[src/rtl/bcis_pkg.sv]
`timescale 1ns / 1ps
`default_nettype none

package bcis_pkg;

    // Step applied by the panel time buttons, in milliseconds.
    localparam int TIME_STEP_MS = 1000;

    // Configuration port geometry.
    localparam int CFG_DATA_W = 16;
    localparam int CFG_IDX_W  = 2;

    // Configuration register indexes.
    localparam logic [CFG_IDX_W-1:0] CFG_DEBOUNCE   = 2'd0;
    localparam logic [CFG_IDX_W-1:0] CFG_TIME_INIT  = 2'd1;
    localparam logic [CFG_IDX_W-1:0] CFG_TIME_MIN   = 2'd2;
    localparam logic [CFG_IDX_W-1:0] CFG_TIME_MAX   = 2'd3;

    // Configuration reset values.
    localparam logic [15:0] DEBOUNCE_RST  = 16'd250;
    localparam logic [14:0] TIME_INIT_RST = 15'd7000;
    localparam logic [14:0] TIME_MIN_RST  = 15'd1000;
    localparam logic [15:0] TIME_MAX_RST  = 16'd30000;

    // Stop reason codes.
    localparam logic [2:0] REASON_NONE       = 3'd0;
    localparam logic [2:0] REASON_TIME_DONE  = 3'd1;
    localparam logic [2:0] REASON_DOOR       = 3'd2;
    localparam logic [2:0] REASON_CELL_SHAFT = 3'd3;
    localparam logic [2:0] REASON_CELL_AVAIL = 3'd4;
    localparam logic [2:0] REASON_SHAFT_GONE = 3'd5;

    // One tick of sampled inputs.
    typedef struct packed {
        logic mode_manual;
        logic shaft_absent;
        logic door_open;
        logic cell_part_placed;
        logic cell_on;
        logic cell_fault;
        logic cell_in_auto;
        logic btn_less_time;
        logic btn_more_time;
    } t_in;

    // One result beat.
    typedef struct packed {
        logic        relay_drive;
        logic        blasting_out;
        logic        machine_safe_out;
        logic        shaft_present_out;
        logic        manual_active;
        logic [2:0]  stop_reason;
        logic [31:0] finished_count;
        logic [15:0] blast_time_ms;
    } t_out;

    // Configuration registers.
    typedef struct packed {
        logic [15:0] debounce_ms;
        logic [14:0] time_init_ms;
        logic [14:0] time_min_ms;
        logic [15:0] time_max_ms;
    } t_cfg;

    // Sequencer state carried from tick to tick.
    typedef struct packed {
        logic        mode_last;
        logic        blasting;
        logic        shaft_absent_last;
        logic        door_open_last;
        logic        cell_sip_last;
        logic        cycle_handled;
        logic [15:0] since_start;
        logic [15:0] blast_time;
        logic [31:0] count;
        logic        safe_out;
        logic        shaft_out;
    } t_state;

endpackage

`default_nettype wire

[src/rtl/bcis_step.sv]
`timescale 1ns / 1ps
`default_nettype none

module bcis_step import bcis_pkg::*; (
    input  wire t_cfg   i_cfg,
    input  wire t_state i_state,
    input  wire t_in    i_item,
    output t_state      o_state,
    output t_out        o_res
);

    logic        blast;
    logic        avail;
    logic [15:0] elapsed;
    logic [2:0]  reason;
    logic [15:0] bt;
    logic [16:0] inc_sum;

    // One tick of the blast sequencer: starts, stops, time buttons.
    always_comb begin
        o_state = i_state;
        blast   = i_state.blasting;
        elapsed = i_state.since_start;
        reason  = REASON_NONE;
        avail   = i_item.cell_on && i_item.cell_in_auto && !i_item.cell_fault;

        // A mode change drops any running blast without counting it.
        if (i_item.mode_manual != i_state.mode_last) begin
            blast = 1'b0;
        end

        if (i_item.mode_manual) begin
            // Manual start on the shaft sensor's present edge.
            if (!blast && (elapsed > i_cfg.debounce_ms) && !i_item.door_open &&
                i_state.shaft_absent_last && !i_item.shaft_absent) begin
                blast   = 1'b1;
                elapsed = '0;
            end
            if (blast) begin
                if (i_item.door_open) begin
                    reason = REASON_DOOR;
                end else if (elapsed > i_state.blast_time) begin
                    reason = REASON_TIME_DONE;
                end else if (i_item.shaft_absent) begin
                    reason = REASON_SHAFT_GONE;
                end
            end
        end else begin
            // Indications to the cell follow sensor edges in auto mode only.
            if (i_item.door_open != i_state.door_open_last) begin
                o_state.safe_out = !i_item.door_open;
            end
            if (i_item.shaft_absent != i_state.shaft_absent_last) begin
                o_state.shaft_out = !i_item.shaft_absent;
            end
            if (i_item.cell_part_placed && !i_state.cell_sip_last) begin
                o_state.cycle_handled = 1'b0;
            end
            // Auto start, once per rising edge of the cell's shaft-in-place.
            if (avail && !o_state.cycle_handled && !blast &&
                (elapsed > i_cfg.debounce_ms) && !i_item.door_open &&
                i_item.cell_part_placed && !i_item.shaft_absent) begin
                blast                 = 1'b1;
                o_state.cycle_handled = 1'b1;
                elapsed               = '0;
            end
            if (blast) begin
                if (i_item.door_open) begin
                    reason = REASON_DOOR;
                end else if (!i_item.cell_part_placed) begin
                    reason = REASON_CELL_SHAFT;
                end else if (!avail) begin
                    reason = REASON_CELL_AVAIL;
                end else if (elapsed > i_state.blast_time) begin
                    reason = REASON_TIME_DONE;
                end else if (i_item.shaft_absent) begin
                    reason = REASON_SHAFT_GONE;
                end
            end
            o_state.cell_sip_last = i_item.cell_part_placed;
        end

        // Any counted stop ends the blast.
        if (reason != REASON_NONE) begin
            blast = 1'b0;
        end
        o_state.count = i_state.count + 32'(reason != REASON_NONE);

        // Time buttons: decrement first, then increment with clamping.
        bt = i_state.blast_time;
        if (i_item.btn_less_time) begin
            if (bt <= 16'(TIME_STEP_MS)) begin
                bt = {1'b0, i_cfg.time_min_ms};
            end else begin
                bt = bt - 16'(TIME_STEP_MS);
            end
        end
        inc_sum = {1'b0, bt} + 17'(TIME_STEP_MS);
        if (i_item.btn_more_time) begin
            if (inc_sum > {1'b0, i_cfg.time_max_ms}) begin
                bt = i_cfg.time_max_ms;
            end else begin
                bt = inc_sum[15:0];
            end
        end
        o_state.blast_time = bt;

        // Edge memories and the saturating tick counter.
        o_state.blasting          = blast;
        o_state.shaft_absent_last = i_item.shaft_absent;
        o_state.door_open_last    = i_item.door_open;
        o_state.mode_last         = i_item.mode_manual;
        o_state.since_start       = (elapsed != 16'hFFFF) ? elapsed + 16'd1 : elapsed;

        // Result beat.
        o_res.relay_drive       = blast;
        o_res.blasting_out      = blast;
        o_res.machine_safe_out  = o_state.safe_out;
        o_res.shaft_present_out = o_state.shaft_out;
        o_res.manual_active     = i_item.mode_manual;
        o_res.stop_reason       = reason;
        o_res.finished_count    = o_state.count;
        o_res.blast_time_ms     = bt;
    end

endmodule

`default_nettype wire
[config.mk]
export PLATFORM = sky130hd
export DESIGN_NAME = bcis_step
export DESIGN_NICKNAME = d
export VERILOG_FILES = /design/src/rtl/bcis_pkg.sv /design/src/rtl/bcis_step.sv
export SDC_FILE = /design/constraint.sdc
export NUM_CORES = 1
export LEC_CHECK = 0
export BUFFER_PORTS_ARGS = -buffer_cell sky130_fd_sc_hd__buf_2
export CAP_MARGIN = 0
export CORE_ASPECT_RATIO = 0.6
export CORE_UTILIZATION = 43
export DETAILED_ROUTE_END_ITERATION = 6
export GPL_TIMING_DRIVEN = 0
export MAX_ROUTING_LAYER = met4
export PLACE_DENSITY = 0.78
export SLEW_MARGIN = 20
export SYNTH_ARGS = -nofsm -noshare
export SYNTH_HDL_FRONTEND = slang
export SYNTH_SLANG_ARGS = --single-unit
[constraint.sdc]
create_clock -name vclk -period 6.1
set_input_delay 0.61 -clock vclk [all_inputs]
set_output_delay 0.61 -clock vclk [all_outputs]
set_load 0.01 [all_outputs]
==> results of run 1 <==
==> path summary, 6_finish.rpt <==
kind,startpoint,end,slack (ns)
min,i_item[8],o_state[71],1.41
max,i_cfg[61],o_state[32],-0.40
==> metrics by stage <==
step / instance area [µm²] / setup WS, ns / instances / hold WS (ns) / TNS (ns)
final: 7890 / -0.404 / 1158 / 1.41 / -11.76
after global routing: 7890 / -0.569 / 1158 / 1.41 / -20.87
after CTS: 7270 / -0.208 / 1125 / 1.41 / -2.08
after detailed placement: 6510 / -0.869 / 1093 / 1.41 / -33.13
after global placement: 6510 / -0.836 / 1093 / 1.41 / -32.79
after floorplan: 5070 / 0.0149 / 701 / 1.28 / 0
==> repair_timing <==
action	CTS	global route
cloned	1	1
resized for setup	109	81
hold buffers	0	0
pin swaps	62	67
setup endpoints to repair	89	93
setup buffers	42	33
==> layout by cell type, fill, tap and decap left out, types with 23 or more instances in the layout <==
cell | Yosys | layout
and2_1 | 33 | 29
buf_2 | 5 | 223
buf_4 | 57 | 128
buf_6 | 2 | 28
ha_1 | 69 | 43
ha_4 | 0 | 24
inv_1 | 60 | 47
nand2_1 | 55 | 52
nand3_1 | 29 | 24
nand4_1 | 31 | 31
nor2_1 | 44 | 41
o21ai_0 | 30 | 23
xnor2_1 | 34 | 23
==> metal layers <==
metal | routed length, µm | global-route usage, % | vias to the layer above
li1 | - | - | 3123
met1 | 8830 | 45.1 | 3108
met2 | 9190 | 48.8 | 509
met3 | 2680 | 6.16 | 109
met4 | 914 | 7.99 | 0
met5 | 0 | - | -
==> cell type report <==
cell class | instances | area [µm²]
Multi-Input combinational cell | 560 | 4930
Antenna cell | 2 | 5.00
Fill cell | 801 | 2920
Inverter | 60 | 233
Tap cell | 139 | 174
Buffer | 70 | 532
Timing Repair Buffer | 327 | 2020
==> cell families (layout without fill, tap and decap cells) <==
kind of cell    Yosys count  in the layout  synth area share (%)
compound gates          155            155                  23.9
xor+xnor                 53             53                  9.50
fa+ha+maj                69             69                  17.7
buf+inv                 141            457                  15.7
mux                      17             17                  3.64
other cells               0              2                     0
simple gates            266            266                  29.7
==> power breakdown <==
part | internal (mW) | switching (mW) | total, mW | leakage (nW)
clock network | 0.0000000438 | 0 | 0.0000000438 | 0.0000127
registers | 0 | 0 | 0 | 0
logic | 0.342 | 0.379 | 0.721 | 3.90
==> critical path, delay by kind of cell <==
kind / cells / cell delay [ns]
xor+xnor: 1 / 0.22
buf+inv: 7 / 0.88
compound gates: 6 / 1.01
simple gates: 11 / 2.26
fa+ha+maj: 4 / 0.87
==> results.toml, run 1 <==
[synthesis]
yosys_warnings = 0
synthTopCellsByCount = "ha_1, inv_1, buf_4"
avgSynthCellArea_um2 = 6.97
synth_nets = 913
synth_area_um2 = 4880
synth_cell_types = 74
synth_cells = 701
synthMostInstantiatedCell = "ha_1"
synth.area.top_cells = "ha_1, buf_4, xnor2_1"
ys_seq_area_share_pct = 0
synth_top_area_cell = "ha_1"
yosys.area.top_type_share_pct = 17.7

[final_layout]
fin_util_pct = 73.0
flops_and_latches = 0
clkbuf_count = 0
syn_to_final_growth_pct = 61.6
fin_nets = 1231
drive_above_1_share_pct = 51.9
seq_area_um2 = 0

[floorplan]
start_util_pct = 45.2
die_area_um2 = 11800
core_area_um2 = 10800
ios = 271
rows = 29
die_w_um = 140
die_h_um = 84.6

[worst_setup_path]
crit_required_ns = 5.49
crit_path_frequent_cell = "buf_4"
cp-start-kind = "input port"
end_kind = "output pin"
worst_ep_arrival_time_ns = 5.89
crit_fanout = 7
crit_path_top_delay_cell = "or3_4"
max_stage_delay_ns = 0.40
critical_path_class = "input port to output pin"

[timing]
fmax_mhz = 154
finalSetupViolCount = 57
max_slew_margin_pct = 47.7
min_period_over_period_pct = 107
rsz0062_at_grt = "yes"
timing.final.ws_setup_ns = -0.404
hold_viol_final = 0
worstMarginPinSlew_ns = 0.777
fin_crit_ns = 6.50
report.final.slew_viol_count = 0

[detailed_routing]
routedWlPerCell_um = 18.7
postRouteAntennaNets = 0
first_iter_violations = 676
drt-total-wl_um = 21600
drc = 0
num_vias = 6849
routed_via_density = 5.91
first_pass_iters = 5

[placement]
place_congestion = 0.976
port_buffers = 253
dp_hpwl_um = 15500

[outcome]
violations = "setup timing"
status = "finished with violations"

[pwr]
power.leakage_nw = 3.90
p_total_mw = 0.721
power_density_nw_per_um2 = 91.4
vdd_drop_max_mv = 0.0817

[grt]
grt_pass1_vias = 5811
grt_pass1_wl_um = 30200
overflow = 0
track_usage_pct = 32.8
antenna_found_initial = 2
grt_max_degree = 11

[job]
maxCapViolCount = 0

[min_path]
hold_class = "input port to output pin"
hold-path-cell-count = 2
No activity file was read; power rests on OpenSTA's default activity.
==> run 2, diff against run 1 <==
CORE_UTILIZATION = 48   (was 43)
PLACE_DENSITY = 0.83   (was 0.78)
clock period = 7 ns   (was 6.1 ns; I/O delays follow)
==> results.toml, run 2 (synthesis gave the netlist of run 1 again) <==
[outcome]
status = "complete, no violations"

[final_layout]
fin_nets = 1175
final_cell_mix = "buf_2, buf_4, ha_1"
fin_util_pct = 66.9
flops_and_latches = 0
clkbuf_count = 0
seq_area_um2 = 0
syn_to_final_growth_pct = 35.4
drive_above_1_share_pct = 40.7
layout_commonest_cell = "buf_2"

[detailed_routing]
drt-total-wl_um = 19000
first_pass_iters = 5
first_iter_violations = 529
num_vias = 6418
postRouteAntennaNets = 0
routedWlPerCell_um = 17.3
drc = 0
routed_via_density = 5.85

[floorplan]
core_area_um2 = 9880
die_w_um = 132
die_h_um = 80.1
rows = 28
ios = 271
die_area_um2 = 10600
start_util_pct = 49.4

[timing]
fin_crit_ns = 6.89
tns_ns = 0
report.final.slew_viol_count = 0
worstMarginPinSlew_ns = 0.772
min_period_over_period_pct = 98.4
hold_viol_final = 0
fmax_mhz = 145
finalSetupViolCount = 0
max_slew_margin_pct = 48.1

[clock_tree]
ctsHoldBuffers = 0

[worst_setup_path]
critical_path_class = "input port to output pin"
cp-start-kind = "input port"
worst_ep_arrival_time_ns = 6.19
end_kind = "output pin"
crit_fanout = 10
crit_required_ns = 6.30

[pwr]
pwr-share-comb_pct = 100.0
power_density_nw_per_um2 = 80.1
power.leakage_nw = 3.42
vdd_drop_max_mv = 0.0627
clkPwrFrac_pct = 0
internal_power_mw = 0.236
switchingPower_mw = 0.294
power.switching_fraction_pct = 55.4
seqPwrFrac_pct = 0

[grt]
grt_max_degree = 11
overflow = 0
grt_pass1_wl_um = 27800
antenna_found_initial = 0
grt_pass1_vias = 5304
track_usage_pct = 33.5

[placement]
place_congestion = 1.02
port_buffers = 253
dp_hpwl_um = 15500

[min_path]
hold_class = "input port to output pin"

[job]
maxCapViolCount = 0
[run 2: cell types whose count changed in the layout (fill, tap and decap cells not counted), moves of 10 or more]
| cell | previous run | this run |
|---|---|---|
| buf_6 | 28 | 2 |
| inv_1 | 47 | 60 |
| buf_4 | 128 | 68 |
| ha_1 | 43 | 67 |
| inv_2 | 10 | 0 |
| ha_4 | 24 | 2 |
| buf_2 | 223 | 258 |
[run 2: power by group through the flow]
stage                  clock, mW  sequential [mW]  combinational (mW)
global route                   0                0               0.572
finish              0.0000000191                0               0.530
CTS                            0                0               0.503
detailed placement             0                0               0.493
floorplan                      0                0               0.309
global placement               0                0               0.488
[run 2: through the flow]
stage                     power (mW)  setup slack (ns)  cells  cell area, µm²  hold slack, ns
after floorplan                0.309            0.0342    701            4880            1.49
after global placement         0.488             -1.10   1089            6320            1.59
after detailed placement       0.493             -1.15   1089            6320            1.59
after CTS                      0.503            0.0172   1089            6460            1.59
after global routing           0.572           -0.0264   1096            6610            1.60
final                          0.530             0.115   1097            6610            1.59
[run 2: layout make-up]
cell class	instances	area, µm²
Buffer	77	537
Fill cell	884	3270
Tap cell	135	169
Multi-Input combinational cell	560	4330
Inverter	60	225
Antenna cell	1	2.50
Timing Repair Buffer	264	1350
[run 2: worst max-delay path, stage by stage]
cell      delay (ns)
buf_2           0.15
nor4_4          0.47
and2_1          0.19
buf_2           0.19
o21ai_4         0.13
a211o_1         0.34
ha_1            0.27
or4_1           0.52
buf_2           0.18
nor3_2          0.27
a211oi_1        0.17
xor2_1          0.31
inv_1           0.10
ha_1            0.32
a21oi_1         0.10
nor2b_1         0.15
a32oi_1         0.28
o41a_1          0.35
clkbuf_2        0.29
o32ai_1         0.14
a311oi_2        0.28
buf_4           0.15
buf_2           0.11
[run 2: worst paths after layout]
kind                 endpoint  cells past startpoint         from  slack (ns)
setup / recovery  o_state[40]                     23  i_state[44]        0.11
hold / removal      o_res[51]                      2    i_item[8]        1.59
[run 2: layer usage]
layer	GRT usage [%]	share of wire [%]	vias to the layer above
li1	-	-	3016
met1	47.9	44	2911
met2	48.0	40	441
met3	6.63	13	50
met4	5.86	2.6	0
met5	-	0	-
[run 2: what timing repair did]
item / in CTS / in global routing
buffers inserted: 3 / 8
setup endpoints to repair: 62 / 51
pin swaps: 7 / 18
gates resized for setup: 30 / 21
hold endpoints to repair: 0 / 0
==> run 3, diff against run 2 <==
SETUP_SLACK_MARGIN = 0.15   (was unset)
==> results.toml, run 3 (synthesis gave the netlist of run 1 again) <==
[grt]
antenna_found_initial = 1
grtUsageMet2_pct = 48.6
grt_pass1_vias = 5359
use_met3_pct = 5.11
track_usage_pct = 33.0
gr-usage-met1_pct = 48.1
grt_max_degree = 11
overflow = 0
top_usage_layer = "met2"
grt_pass1_wl_um = 27700

[timing]
hold_viol_final = 0
max_slew_margin_pct = 45.7
worstMarginPinSlew_ns = 0.807
fin_crit_ns = 6.86
finalSetupViolCount = 0
timing.hold.ws_ns = 1.60
report.final.slew_viol_count = 0
fmax_mhz = 146
min_period_over_period_pct = 98.1
rsz0062_at_grt = "yes"
timing.final.ws_setup_ns = 0.136

[detailed_routing]
first_pass_iters = 6
routedWlPerCell_um = 17.4
drt-total-wl_um = 19300
first_iter_violations = 634
postRouteAntennaNets = 0
routed_via_density = 5.91
drc = 0
num_vias = 6567

[job]
maxCapViolCount = 0

[min_path]
hold-path-cell-count = 2
min_to = "o_state[71]"
hold_class = "input port to output pin"
hp-start = "i_item[8]"

[final_layout]
fin_util_pct = 69.5
syn_to_final_growth_pct = 40.5
fin_nets = 1188
seq_area_um2 = 0
clkbuf_count = 0
n_fill_cell = 849
flops_and_latches = 0
layout_commonest_cell = "buf_2"
drive_above_1_share_pct = 42.9
final_cell_mix = "buf_2, buf_4, inv_1"

[floorplan]
die_h_um = 80.1
start_util_pct = 49.4
rows = 28
core_area_um2 = 9880
die_area_um2 = 10600
ios = 271
die_w_um = 132

[pwr]
power_density_nw_per_um2 = 79.5
vdd_drop_max_mv = 0.0735
power.leakage_nw = 3.52

[worst_setup_path]
end_kind = "output pin"
crit_required_ns = 6.30
critical_path_class = "input port to output pin"
crit_family = "simple AND/OR/NAND/NOR gates"
crit_fanout = 6
worst_ep_arrival_time_ns = 6.16
max_stage_delay_ns = 0.34
cp-start-kind = "input port"
crit_buf_inv = 6
crit_path_top_delay_cell = "a2111oi_4"
crit_path_frequent_cell = "a21o_1"

[placement]
port_buffers = 253
place_congestion = 0.967
dp_hpwl_um = 15400
pre_cts_slack_ns = -1.05

[clock_tree]
ctsHoldBuffers = 0

[outcome]
status = "complete, no violations"
[run 3: metrics by stage]
stage               power [mW]  instances  cell area [µm²]  setup TNS [ns]
floorplan                0.309        701             4890               0
CTS                      0.506       1094             6490               0
global placement         0.485       1089             6330          -24.74
detailed placement       0.491       1089             6330          -24.43
finish                   0.546       1111             6860               0
global route             0.589       1110             6860          -0.365
[run 3: repair_timing]
| item | CTS | global route |
|---|---|---|
| buffers inserted | 7 | 13 |
| endpoints found under the setup margin | 63 | 58 |
| gates cloned | 0 | 2 |
| gates resized for setup | 28 | 47 |
| pin swaps | 12 | 23 |
[run 3: report_power, final]
| part | switching (mW) | internal, mW |
|---|---|---|
| clock | 0 | 0.0000000383 |
| combinational | 0.298 | 0.248 |
| sequential | 0 | 0 |
| total | 0.298 | 0.248 |
[run 3: routing by layer]
metal  wire length [µm]  vias to the layer above
met3               2310                       18
met2               8250                      443
met5                  0                        -
met1               8550                     3062
met4                191                        0
li1                   -                     3044
[run 3: layout make-up]
class / instances / area (µm²) / share of cell area [%]
antenna: 2 / 5.00 / 0.0729
timing repair buffer: 274 / 1430 / 20.9
inverter: 60 / 225 / 3.28
multi-input combinational: 561 / 4470 / 65.1
buffer: 79 / 562 / 8.19
tap: 135 / 169 / 2.46
[run 3: worst max path at each step]
stage	from	endpoint	slack (ns)	cells after the start
floorplan	i_cfg[60]	o_state[30]	0.25	29
global placement	i_state[64]	o_state[33]	-1.04	29
detailed placement	i_state[64]	o_state[33]	-1.05	29
CTS	i_state[61]	o_state[30]	0.17	30
global route	i_state[62]	o_res[47]	-0.1	29
finish	i_state[62]	o_state[32]	0.14	30
